==> src/hfa_pkg.sv <==
// ----------------------------------------------------------------------------
// hfa_pkg
// Shared types and codes for the hole fit allocator: transfer payloads,
// operation modes, result status codes and placement policies.
// ----------------------------------------------------------------------------
`default_nettype none

package hfa_pkg;

	// default table depth
	localparam int unsigned DEF_MAX_HOLES = 16;

	// field widths
	localparam int unsigned MODE_W   = 2;
	localparam int unsigned AMOUNT_W = 16;
	localparam int unsigned STATUS_W = 3;
	localparam int unsigned HIDX_W   = 4;
	localparam int unsigned FRAG_W   = 20;
	localparam int unsigned POLICY_W = 2;

	// saturation ceiling of the fragmentation sum
	localparam logic [FRAG_W-1:0] FRAG_MAX = {FRAG_W{1'b1}};

	// operation modes
	localparam logic [MODE_W-1:0] MODE_CLEAR = 2'd0;
	localparam logic [MODE_W-1:0] MODE_LOAD  = 2'd1;
	localparam logic [MODE_W-1:0] MODE_ALLOC = 2'd2;

	// result status codes
	localparam logic [STATUS_W-1:0] ST_ALLOC   = 3'd0;
	localparam logic [STATUS_W-1:0] ST_LOADED  = 3'd1;
	localparam logic [STATUS_W-1:0] ST_NOFIT   = 3'd2;
	localparam logic [STATUS_W-1:0] ST_REFUSED = 3'd3;
	localparam logic [STATUS_W-1:0] ST_FULL    = 3'd4;

	// placement policies, any other code behaves as first fit
	localparam logic [POLICY_W-1:0] POL_FIRST = 2'd0;
	localparam logic [POLICY_W-1:0] POL_BEST  = 2'd1;
	localparam logic [POLICY_W-1:0] POL_WORST = 2'd2;

	// input item
	typedef struct packed {
		logic [MODE_W-1:0]   mode;
		logic [AMOUNT_W-1:0] amount;
	} in_item_t;

	// result item
	typedef struct packed {
		logic [STATUS_W-1:0] status;
		logic [HIDX_W-1:0]   hole_index;
		logic [AMOUNT_W-1:0] remaining;
		logic [FRAG_W-1:0]   frag_total;
	} out_item_t;

endpackage : hfa_pkg

`default_nettype wire

==> src/hole_fit_allocator_top.sv <==
// ----------------------------------------------------------------------------
// hole_fit_allocator_top
// Free hole table with first, best and worst fit placement of requests.
// ----------------------------------------------------------------------------
// Holes are appended one per load, up to MAX_HOLES, and a clear empties the
// table and leaves the halted state. A load, clear or refused item, and an
// allocate on an empty table, goes from S_IDLE straight to S_DONE. Any
// other allocate runs a scan over the loaded holes with one compare/subtract
// unit fed from the hole memory's single read port, one hole per cycle, then
// passes S_LAST and S_DECIDE. The scan also sums all hole space; when no
// hole fits, that saturated sum is reported and the block refuses loads and
// allocates until the next clear. The result sits in an output register, so
// a new item is taken while it waits. fit_policy is written on its own
// channel, which is always ready, and must only change while no item is in
// progress.
// ----------------------------------------------------------------------------
`default_nettype none

module hole_fit_allocator_top #(
	parameter int unsigned MAX_HOLES = hfa_pkg::DEF_MAX_HOLES
) (
	input  wire logic                         clk,
	input  wire logic                         arst_n,
	input  wire logic                         cfg_valid,
	output logic                              cfg_ready,
	input  wire logic [hfa_pkg::POLICY_W-1:0] cfg_data,
	input  wire logic                         in_valid,
	output logic                              in_ready,
	input  wire hfa_pkg::in_item_t            in_data,
	output logic                              out_valid,
	input  wire logic                         out_ready,
	output hfa_pkg::out_item_t                out_data
);

	import hfa_pkg::*;

	localparam int unsigned IW = (MAX_HOLES > 1) ? $clog2(MAX_HOLES) : 1;
	localparam int unsigned CW = $clog2(MAX_HOLES + 1);
	localparam logic [CW-1:0] CNT_FULL = CW'(MAX_HOLES);
	localparam logic [CW-1:0] CNT_ONE  = CW'(1);

	typedef enum logic [2:0] {
		S_IDLE,
		S_SCAN,
		S_LAST,
		S_DECIDE,
		S_DONE
	} state_t;

	state_t                state_q;
	logic [POLICY_W-1:0]   fit_policy_q;
	logic [CW-1:0]         count_q;
	logic                  halted_q;
	logic [AMOUNT_W-1:0]   amount_q;
	logic [CW-1:0]         scan_q;
	logic                  found_q;
	logic [IW-1:0]         pick_q;
	logic [AMOUNT_W-1:0]   best_q;
	logic [FRAG_W-1:0]     sum_q;
	out_item_t             res_q;
	logic                  out_valid_q;
	out_item_t             out_data_q;

	logic                  rd_vld_s1;
	logic [IW-1:0]         rd_idx_s1;
	logic [AMOUNT_W-1:0]   rd_data_s1;

	logic [AMOUNT_W-1:0]   mem [MAX_HOLES];
	logic                  mem_we;
	logic [IW-1:0]         mem_waddr;
	logic [AMOUNT_W-1:0]   mem_wdata;

	logic                  fits;
	logic [AMOUNT_W-1:0]   left;
	logic                  take;
	logic [FRAG_W:0]       sum_add;
	logic [FRAG_W-1:0]     sum_next;
	logic [IW+HIDX_W-1:0]  pick_ext;
	logic [CW+HIDX_W-1:0]  cnt_ext;
	logic                  in_xfer;
	logic                  out_free;

	// result item from its fields
	function automatic out_item_t make_result(
		input logic [STATUS_W-1:0] status,
		input logic [HIDX_W-1:0]   hole_index,
		input logic [AMOUNT_W-1:0] remaining,
		input logic [FRAG_W-1:0]   frag_total
	);
		out_item_t r;
		r.status     = status;
		r.hole_index = hole_index;
		r.remaining  = remaining;
		r.frag_total = frag_total;
		return r;
	endfunction

	assign cfg_ready = 1'b1;
	assign in_ready  = (state_q == S_IDLE);
	assign in_xfer   = in_valid && in_ready;
	assign out_free  = !out_valid_q || out_ready;
	assign out_valid = out_valid_q;
	assign out_data  = out_data_q;

	// hole index as reported, low bits of the table index
	assign pick_ext = {{HIDX_W{1'b0}}, pick_q};
	assign cnt_ext  = {{HIDX_W{1'b0}}, count_q};

	// shared compare / subtract unit on the hole just read
	always_comb begin
		fits = (rd_data_s1 >= amount_q);
		left = rd_data_s1 - amount_q;
		take = 1'b0;
		if (rd_vld_s1 && fits) begin
			if (!found_q) begin
				take = 1'b1;
			end else if (fit_policy_q == POL_BEST) begin
				take = (left < best_q);
			end else if (fit_policy_q == POL_WORST) begin
				take = (left > best_q);
			end
		end
		sum_add  = {1'b0, sum_q} + {{(FRAG_W + 1 - AMOUNT_W){1'b0}}, rd_data_s1};
		sum_next = (sum_add > {1'b0, FRAG_MAX}) ? FRAG_MAX : sum_add[FRAG_W-1:0];
	end

	// memory write port: loads and the shrink of the chosen hole
	always_comb begin
		mem_we    = 1'b0;
		mem_waddr = pick_q;
		mem_wdata = best_q;
		if (state_q == S_IDLE && in_xfer && in_data.mode == MODE_LOAD && !halted_q &&
				count_q < CNT_FULL) begin
			mem_we    = 1'b1;
			mem_waddr = count_q[IW-1:0];
			mem_wdata = in_data.amount;
		end else if (state_q == S_DECIDE && found_q) begin
			mem_we = 1'b1;
		end
	end

	// hole memory
	always_ff @(posedge clk) begin
		if (mem_we) begin
			mem[mem_waddr] <= mem_wdata;
		end
		if (state_q == S_SCAN) begin
			rd_data_s1 <= mem[scan_q[IW-1:0]];
		end
	end

	// sequencer, table state and output register
	always_ff @(posedge clk or negedge arst_n) begin
		if (!arst_n) begin
			state_q      <= S_IDLE;
			fit_policy_q <= POL_FIRST;
			count_q      <= '0;
			halted_q     <= 1'b0;
			found_q      <= 1'b0;
			scan_q       <= '0;
			rd_vld_s1    <= 1'b0;
			out_valid_q  <= 1'b0;
			amount_q     <= '0;
			pick_q       <= '0;
			best_q       <= '0;
			sum_q        <= '0;
			rd_idx_s1    <= '0;
			res_q        <= '0;
			out_data_q   <= '0;
		end else begin
			if (cfg_valid && cfg_ready) begin
				fit_policy_q <= cfg_data;
			end
			// output register drains unless a new result replaces it
			if (out_valid_q && out_ready && state_q != S_DONE) begin
				out_valid_q <= 1'b0;
			end

			// compare stage, runs for each hole read
			if (take) begin
				found_q <= 1'b1;
				pick_q  <= rd_idx_s1;
				best_q  <= left;
			end
			if (rd_vld_s1) begin
				sum_q <= sum_next;
			end

			case (state_q)
				S_IDLE: begin
					rd_vld_s1 <= 1'b0;
					if (in_xfer) begin
						amount_q <= in_data.amount;
						if (in_data.mode == MODE_CLEAR) begin
							count_q  <= '0;
							halted_q <= 1'b0;
							res_q    <= make_result(ST_LOADED, '0, '0, '0);
							state_q  <= S_DONE;
						end else if (in_data.mode != MODE_LOAD &&
								in_data.mode != MODE_ALLOC) begin
							res_q   <= make_result(ST_REFUSED, '0, '0, '0);
							state_q <= S_DONE;
						end else if (halted_q) begin
							res_q   <= make_result(ST_REFUSED, '0, '0, '0);
							state_q <= S_DONE;
						end else if (in_data.mode == MODE_LOAD) begin
							if (count_q >= CNT_FULL) begin
								res_q <= make_result(ST_FULL, '0, '0, '0);
							end else begin
								res_q   <= make_result(ST_LOADED, cnt_ext[HIDX_W-1:0],
									'0, '0);
								count_q <= count_q + CNT_ONE;
							end
							state_q <= S_DONE;
						end else if (count_q == '0) begin
							// empty table never fits
							res_q    <= make_result(ST_NOFIT, '0, '0, '0);
							halted_q <= 1'b1;
							state_q  <= S_DONE;
						end else begin
							scan_q  <= '0;
							found_q <= 1'b0;
							sum_q   <= '0;
							state_q <= S_SCAN;
						end
					end
				end
				S_SCAN: begin
					rd_vld_s1 <= 1'b1;
					rd_idx_s1 <= scan_q[IW-1:0];
					scan_q    <= scan_q + CNT_ONE;
					if (scan_q + CNT_ONE == count_q) begin
						state_q <= S_LAST;
					end
				end
				S_LAST: begin
					// last hole is compared this cycle
					rd_vld_s1 <= 1'b0;
					state_q   <= S_DECIDE;
				end
				S_DECIDE: begin
					if (found_q) begin
						res_q <= make_result(ST_ALLOC, pick_ext[HIDX_W-1:0], best_q, '0);
					end else begin
						res_q    <= make_result(ST_NOFIT, '0, '0, sum_q);
						halted_q <= 1'b1;
					end
					state_q <= S_DONE;
				end
				S_DONE: begin
					if (out_free) begin
						out_data_q  <= res_q;
						out_valid_q <= 1'b1;
						state_q     <= S_IDLE;
					end
				end
				default: begin
					state_q <= S_IDLE;
				end
			endcase
		end
	end

endmodule : hole_fit_allocator_top

`default_nettype wire
==> config.mk <==
export PLATFORM = sky130hd
export DESIGN_NAME = hole_fit_allocator_top
export DESIGN_NICKNAME = d
export VERILOG_FILES = /design/src/hfa_pkg.sv /design/src/hole_fit_allocator_top.sv
export SDC_FILE = /design/constraint.sdc
export NUM_CORES = 1
export LEC_CHECK = 0
export ABC_AREA = 1
export BUFFER_PORTS_ARGS = -buffer_cell sky130_fd_sc_hd__buf_4
export CORE_AREA = 2 2 171 299
export DETAILED_ROUTE_END_ITERATION = 10
export DIE_AREA = 0 0 173 301
export HOLD_SLACK_MARGIN = 0.02
export PLACE_DENSITY = 0.53
export RECOVER_POWER = 100
export SYNTH_ARGS = -nofsm -noshare
export SYNTH_HDL_FRONTEND = slang
export SYNTH_SLANG_ARGS = --single-unit
==> constraint.sdc <==
create_clock -name clk -period 4.81 [get_ports clk]
set_input_delay 0.962 -clock clk [delete_from_list [all_inputs] [get_ports clk]]
set_output_delay 0.962 -clock clk [all_outputs]
set_load 0.01 [all_outputs]
Word level (Yosys, flattened, before mapping) --
Memories as Yosys holds them, arrays and structs flattened. A register that Yosys moved wholly into a read port is not among the register bits. Index checks and enable logic that the tools add are counted.
Operators by class: reductions and logical operators 28, equal/unequal tests 25, $add $sub $neg 4, multiplexer cells 69, $lt $le $gt $ge 6
Operators by type and width (number):
- 43-bit two-way mux | 7
- 20-bit two-way mux | 9
- 43-bit case mux with 2 select lines | 1
- 5-bit two-way mux | 11
- 42-bit two-way mux | 1
- 1-bit two-way mux | 26
- 3-bit two-way mux | 8
- 20-bit by 16-bit adder with 21-bit output | 1
- 21-bit by 20-bit greater-than comparator with 1-bit output, second input constant | 1
- 2-bit != test, second input constant | 10
- 16-bit >= comparator | 1
- 16-bit greater-than comparator | 1
- 16-bit less-than comparator | 1
- 16-bit two-way mux | 1
- 16-bit subtractor | 1
- 3-bit case mux with 5 select lines | 1
- 5-bit by 1-bit adder with 5-bit output, second input constant | 2
- 1-bit logical AND | 10
- 5-bit case mux with 2 select lines | 1
- 2-bit by 1-bit != test with 1-bit output, second input constant | 4
- 2-bit nonzero test | 4
- 7-bit AND reduction | 1
- 3-bit by 2-bit equality test with 1-bit output, second input constant | 2
- 3-bit != test, second input constant | 2
- other kinds (20) | 25
Word-level totals: bits of input ports 25, RAM bits 256, register bits 165, memories kept 1, output and inout bits 46, word-level logic and storage cells 154
Memory list:
- mem | words 16, bits a word 16, rd ports 1, clocked after Yosys merged registers in 1, write ports 1, RTL line hole_fit_allocator_top.sv:68 | logic [AMOUNT_W-1:0] mem [MAX_HOLES];

Longest topological paths before layout --
depth after elaboration 14, mapped depth 25, gate-level depth less buffers 24

Least setup slack after synthesis --
Ideal clock, no wire load.
path kind input to register, start input port in_data[17] in the netlist's numbering, end memory mem[3][0] (enable), library setup time 0.388 ns, cell stages on the path 8, slack 1.898 ns, path buffers 0, data arrival time 2.524 ns, data required time 4.422 ns, path through inv_1 ha_1 nand4_4 inv_2 nand2_1 o21ai_2 nand2_2 nor2_1
On the way: longest elaborated chain between the ends 7, elaborated cells on any way between the ends 8, those cells by class 1 x eq/ne; 4 x mux; 3 x reduce/logical
RTL lines:
- from (decl) | RTL line hole_fit_allocator_top.sv:29 | input wire hfa_pkg::in_item_t in_data,
- 2-bit by 1-bit equality test with 1-bit output (*) | RTL line hole_fit_allocator_top.sv:132 | if (state_q == S_IDLE && in_xfer && in_data.mode == MODE_LOAD && !halted_q &&
- 1-bit logical AND (*) (3 in a row) | RTL line hole_fit_allocator_top.sv:132
- 1-bit two-way mux | RTL line hole_fit_allocator_top.sv:132
- 1-bit two-way mux | RTL line hole_fit_allocator_top.sv:144 | if (mem_we) begin
- 1-bit two-way mux (implied by the code) | RTL line hole_fit_allocator_top.sv:145 | mem[mem_waddr] <= mem_wdata;
- to (decl) | RTL line hole_fit_allocator_top.sv:68
Mark *: on every way between the ends. The rest lies on a longest branch, timed or not.

Worst setup path after layout --
start register state_q[1], end memory mem[1][0] (enable)
On the way: longest elaborated chain between the ends 9, elaborated cells on any way between the ends 13, those cells by class 1 x eq/ne; 5 x mux; 7 x reduce/logical
RTL lines:
- from (decl) | RTL line hole_fit_allocator_top.sv:50 | state_t state_q;
- from (signal assigned) | RTL line hole_fit_allocator_top.sv:155 | state_q <= S_IDLE;
- from (signal assigned) | RTL line hole_fit_allocator_top.sv:198 | state_q <= S_DONE;
- from (signal assigned) | RTL line hole_fit_allocator_top.sv:202 | state_q <= S_DONE;
- 3-bit logical NOT | RTL line hole_fit_allocator_top.sv:99, hole_fit_allocator_top.sv:132
- 1-bit logical AND | RTL line hole_fit_allocator_top.sv:100 | assign in_xfer = in_valid && in_ready;
- 1-bit logical AND (4 in a row) | RTL line hole_fit_allocator_top.sv:132
- 1-bit two-way mux | RTL line hole_fit_allocator_top.sv:132
- 1-bit two-way mux | RTL line hole_fit_allocator_top.sv:144
- 1-bit two-way mux (implied by the code) | RTL line hole_fit_allocator_top.sv:145
Several ways; a longest one is shown, not always the timed one.

==> run metrics <==
cell area power density=709 nW/um2; clock insertion delay at the later pin of the skew report=0.56 ns; maximum cell stage delay along the critical path=0.51 ns; drc violations=0; count of max-cap constraint violations=3; WP data arrival=4.16 ns; syn_nets=2028; unrepaired setup endpoints after global routing=false; final worst path period share=0.828; largest fanout on the critical path=33; Critical Path Start Type=register; maximum vdd ir drop=0.295 mV; Port Buf Inserts=69; total vias in the final route=14100; Crit. End Element=register; number of buffers added to fix hold violations after cts=0; #FFs+latches synth=about 440; overflow left after global routing=0; start point of the worst hold path=best_q[9]$_DFFE_PN0P_; die height=approximately 300 um; total number of nets in the final design=2089; clock root buffer master=sky130_fd_sc_hd__clkbuf_16; number of hold-slack violations in the final timing report=0; routability congestion estimate from global placement=0.942; length of the first detailed-routing pass in iterations=5; top flip-flop cell by instance count after synthesis=sky130_fd_sc_hd__edfxtp_1; x dimension of the die=173 um; clock-pin transition on the worst setup and hold timing paths=around 0.06 ns; drt initial violations=1128; leakage power of the design=8.75 nW; worst max-slew margin expressed relative to the limit=-0.942; starting density of the core=0.399; startpoint of the worst register-to-register path=state_q[1]$_DFFE_PN0P_; transition time of the tightest slew-check pin=about 3 ns; clock buffers created by TritonCTS=41; pin count of the biggest net entering global routing=93; count of H-tree levels built during CTS=2; Layout area overhead=11.7%; worst hold slack=0.469 ns; Die Footprint=52100 um2; Clock Sink Count=between 400 and 500; initial antenna violation count=0; Total Neg Setup Slack=0 ns; Yosys warning count=0; Avg Synthesized Cell Area=10.1 um2; DPL Wire Length=37.9 mm; worst-case setup slack after placement=about 1.1 ns; antenna diode instance count=0; EDFF count, synth=272; clock tree from TritonCTS=yes; final worst-path setup slack=0.828 ns; via count of the first global-routing pass=14000; final setup skew=between 0.015 and 0.02 ns; violated checks=max-capacitance violations, max-slew violations; count of unique library cells instantiated by Yosys=50; share of the yosys chip area belonging to registers=0.622; number of fill cells=4835; most frequent standard cell in the layout excluding fill and tap cells=sky130_fd_sc_hd__nand2_1; count of instances resized after the clock tree is built=0; detail-routed via count per cell=~5.2; total number of placement rows=108; shortest period the worst path allows=3.98 ns; fraction of final layout cells sized beyond drive strength 1=0.0721; min-delay worst type=reg -> reg; proportion of register bits with asynchronous set or reset after synthesis=0.378; buffer levels on the longest clock path=3; Mapped Area=just under 20000 um2; status=finished, violations left; data required time at the worst endpoint=between 4 and 5 ns; Final Core Density=0.446; max-slew violation total from the final report=about 260; number of nets with antenna violations after detailed routing=0; most common cell type on the critical path=sky130_fd_sc_hd__nand2_1; Final setup violation count=0; most frequent cells in the layout=sky130_fd_sc_hd__nand2_1 (332), sky130_fd_sc_hd__o21ai_0 (289), sky130_fd_sc_hd__edfxtp_1 (272), sky130_fd_sc_hd__nor2_1 (214), sky130_fd_sc_hd__inv_1 (171); number of setup buffers added after CTS=0; drt wl/cell=around 20 um; critical path cell sequence=nor2_1 > nand2_1 > nor2_8 > nand4_1 > inv_2 > nand2_1 > o21ai_2 > nand2_1 > nor2_1 > clkbuf_2; wire length of the first global-routing pass=a little over 80 mm; overall global routing resource usage=0.204; Detailed Route WL=53.2 mm; cell with the largest stage delay on the worst path=sky130_fd_sc_hd__inv_2; Placeable Area=approximately 49000 um2; Critical path origin=state_q[1]$_DFFE_PN0P_; Gate Count Post-Synth=1947; number of top-level design ports=between 70 and 80; Crit Path Class=reg -> reg; highest achievable clock rate=251 MHz
[registers in the layout (all words and copies together), names as in the netlist]
name	count
mem	256
out_data	43
res_q	43
sum_q	20
amount_q	16
best_q	16
rd_data_s1	16
count_q	5
scan_q	5
pick_q	4
rd_idx_s1	4
state_q	3
fit_policy_q	2
found_q	1
halted_q	1
out_valid	1
rd_vld_s1	1
[metrics by stage]
step | cell area (um2) | std cells | total power [mW]
2_1_floorplan | 19800 | 1947 | 10.3
3_3_place_gp | 21100 | 2625 | 12.6
3_5_place_dp | 21100 | 2625 | 12.7
4_1_cts | 22400 | 2698 | 16.0
5_1_grt | 22100 | 2698 | 16.9
6_report | 22100 | 2698 | 15.6
[worst max-delay path, delay by kind of cell, from the launching register on]
family | cells | cell delay, ns
simple gates | 7 | 2.01
compound gates | 1 | 0.13
flops | 1 | 0.44
buf+inv | 2 | 1.01
[where the power goes]
part / leakage (nW) / total (mW) / internal (mW) / switching, mW
combinational: 3.49 / 6.85 / 2.12 / 4.74
sequential: 4.62 / 5.54 / 5.02 / 0.523
clock: 0.636 / 3.24 / 1.83 / 1.42
total: 8.75 / 15.6 / 8.96 / 6.68
[cell families (layout without fill, tap and decap cells)]
group	Yosys count	after routing	synth area share
AOI/OAI and AO/OA	478	478	0.132
xor gates and xnor gates	20	20	0.00887
adders and majority gates	56	56	0.0362
buffers and inverters	270	361	0.0542
DFF	437	437	0.622
muxes	1	1	0.000570
other	1	1	0.000190
and+or+nand+nor	684	684	0.145
[routing by layer]
metal,GRT usage,share of wire
met5,0,0
met1,0.225,0.38
met4,0.104,0.056
met2,0.387,0.53
met3,0.0210,0.035
[cell type report]
| class | instances | area (um2) | area share |
|---|---|---|---|
| Sequential cell | 437 | 12300 | 0.558 |
| Multi-Input combinational cell | 1240 | 6380 | 0.289 |
| Clock buffer | 55 | 1100 | 0.0498 |
| Tap cell | 660 | 826 | 0.0374 |
| Inverter | 180 | 677 | 0.0307 |
| Timing Repair Buffer | 108 | 574 | 0.0260 |
| Clock inverter | 18 | 200 | 0.00907 |
[final timing paths]
path | endpoint | slack [ns] | depth (start not counted)
max | mem[1][0]$_DFFE_PP_ | 0.83 | 10
min | best_q[9]$_DFFE_PN0P_ | 0.47 | 2
max reg2reg | mem[1][0]$_DFFE_PP_ | 0.83 | 10
min reg2reg | best_q[9]$_DFFE_PN0P_ | 0.47 | 2
max in group asynchronous | scan_q[0]$_DFFE_PN0P_ | 2.00 | 1
min in group asynchronous | out_data[10]$_DFFE_PN0P_ | 1.08 | 1
[synthesized netlist by cell type (6+ instances only)]
| library cell | count | share of area |
|---|---|---|
| sky130_fd_sc_hd__clkbuf_1 | 52 | 0.0099 |
| sky130_fd_sc_hd__ha_1 | 54 | 0.034 |
| sky130_fd_sc_hd__a22oi_1 | 6 | 0.0023 |
| sky130_fd_sc_hd__buf_1 | 7 | 0.0013 |
| sky130_fd_sc_hd__nor3_1 | 9 | 0.0023 |
| sky130_fd_sc_hd__xnor2_1 | 6 | 0.0027 |
| sky130_fd_sc_hd__buf_2 | 25 | 0.0063 |
| sky130_fd_sc_hd__inv_2 | 10 | 0.0019 |
| sky130_fd_sc_hd__inv_1 | 168 | 0.032 |
| sky130_fd_sc_hd__dfrtp_1 | 165 | 0.21 |
| sky130_fd_sc_hd__nand4_1 | 6 | 0.0019 |
| sky130_fd_sc_hd__nand3b_1 | 6 | 0.0023 |
| sky130_fd_sc_hd__o21ai_0 | 286 | 0.072 |
| sky130_fd_sc_hd__xor2_1 | 14 | 0.0062 |
| sky130_fd_sc_hd__nand3_1 | 81 | 0.021 |
| sky130_fd_sc_hd__o22ai_1 | 96 | 0.030 |
| sky130_fd_sc_hd__a21oi_1 | 64 | 0.016 |
| sky130_fd_sc_hd__edfxtp_1 | 272 | 0.41 |
| sky130_fd_sc_hd__nor2_1 | 224 | 0.043 |
| sky130_fd_sc_hd__nand2_1 | 327 | 0.062 |
Power figures use the tool's default switching activity.
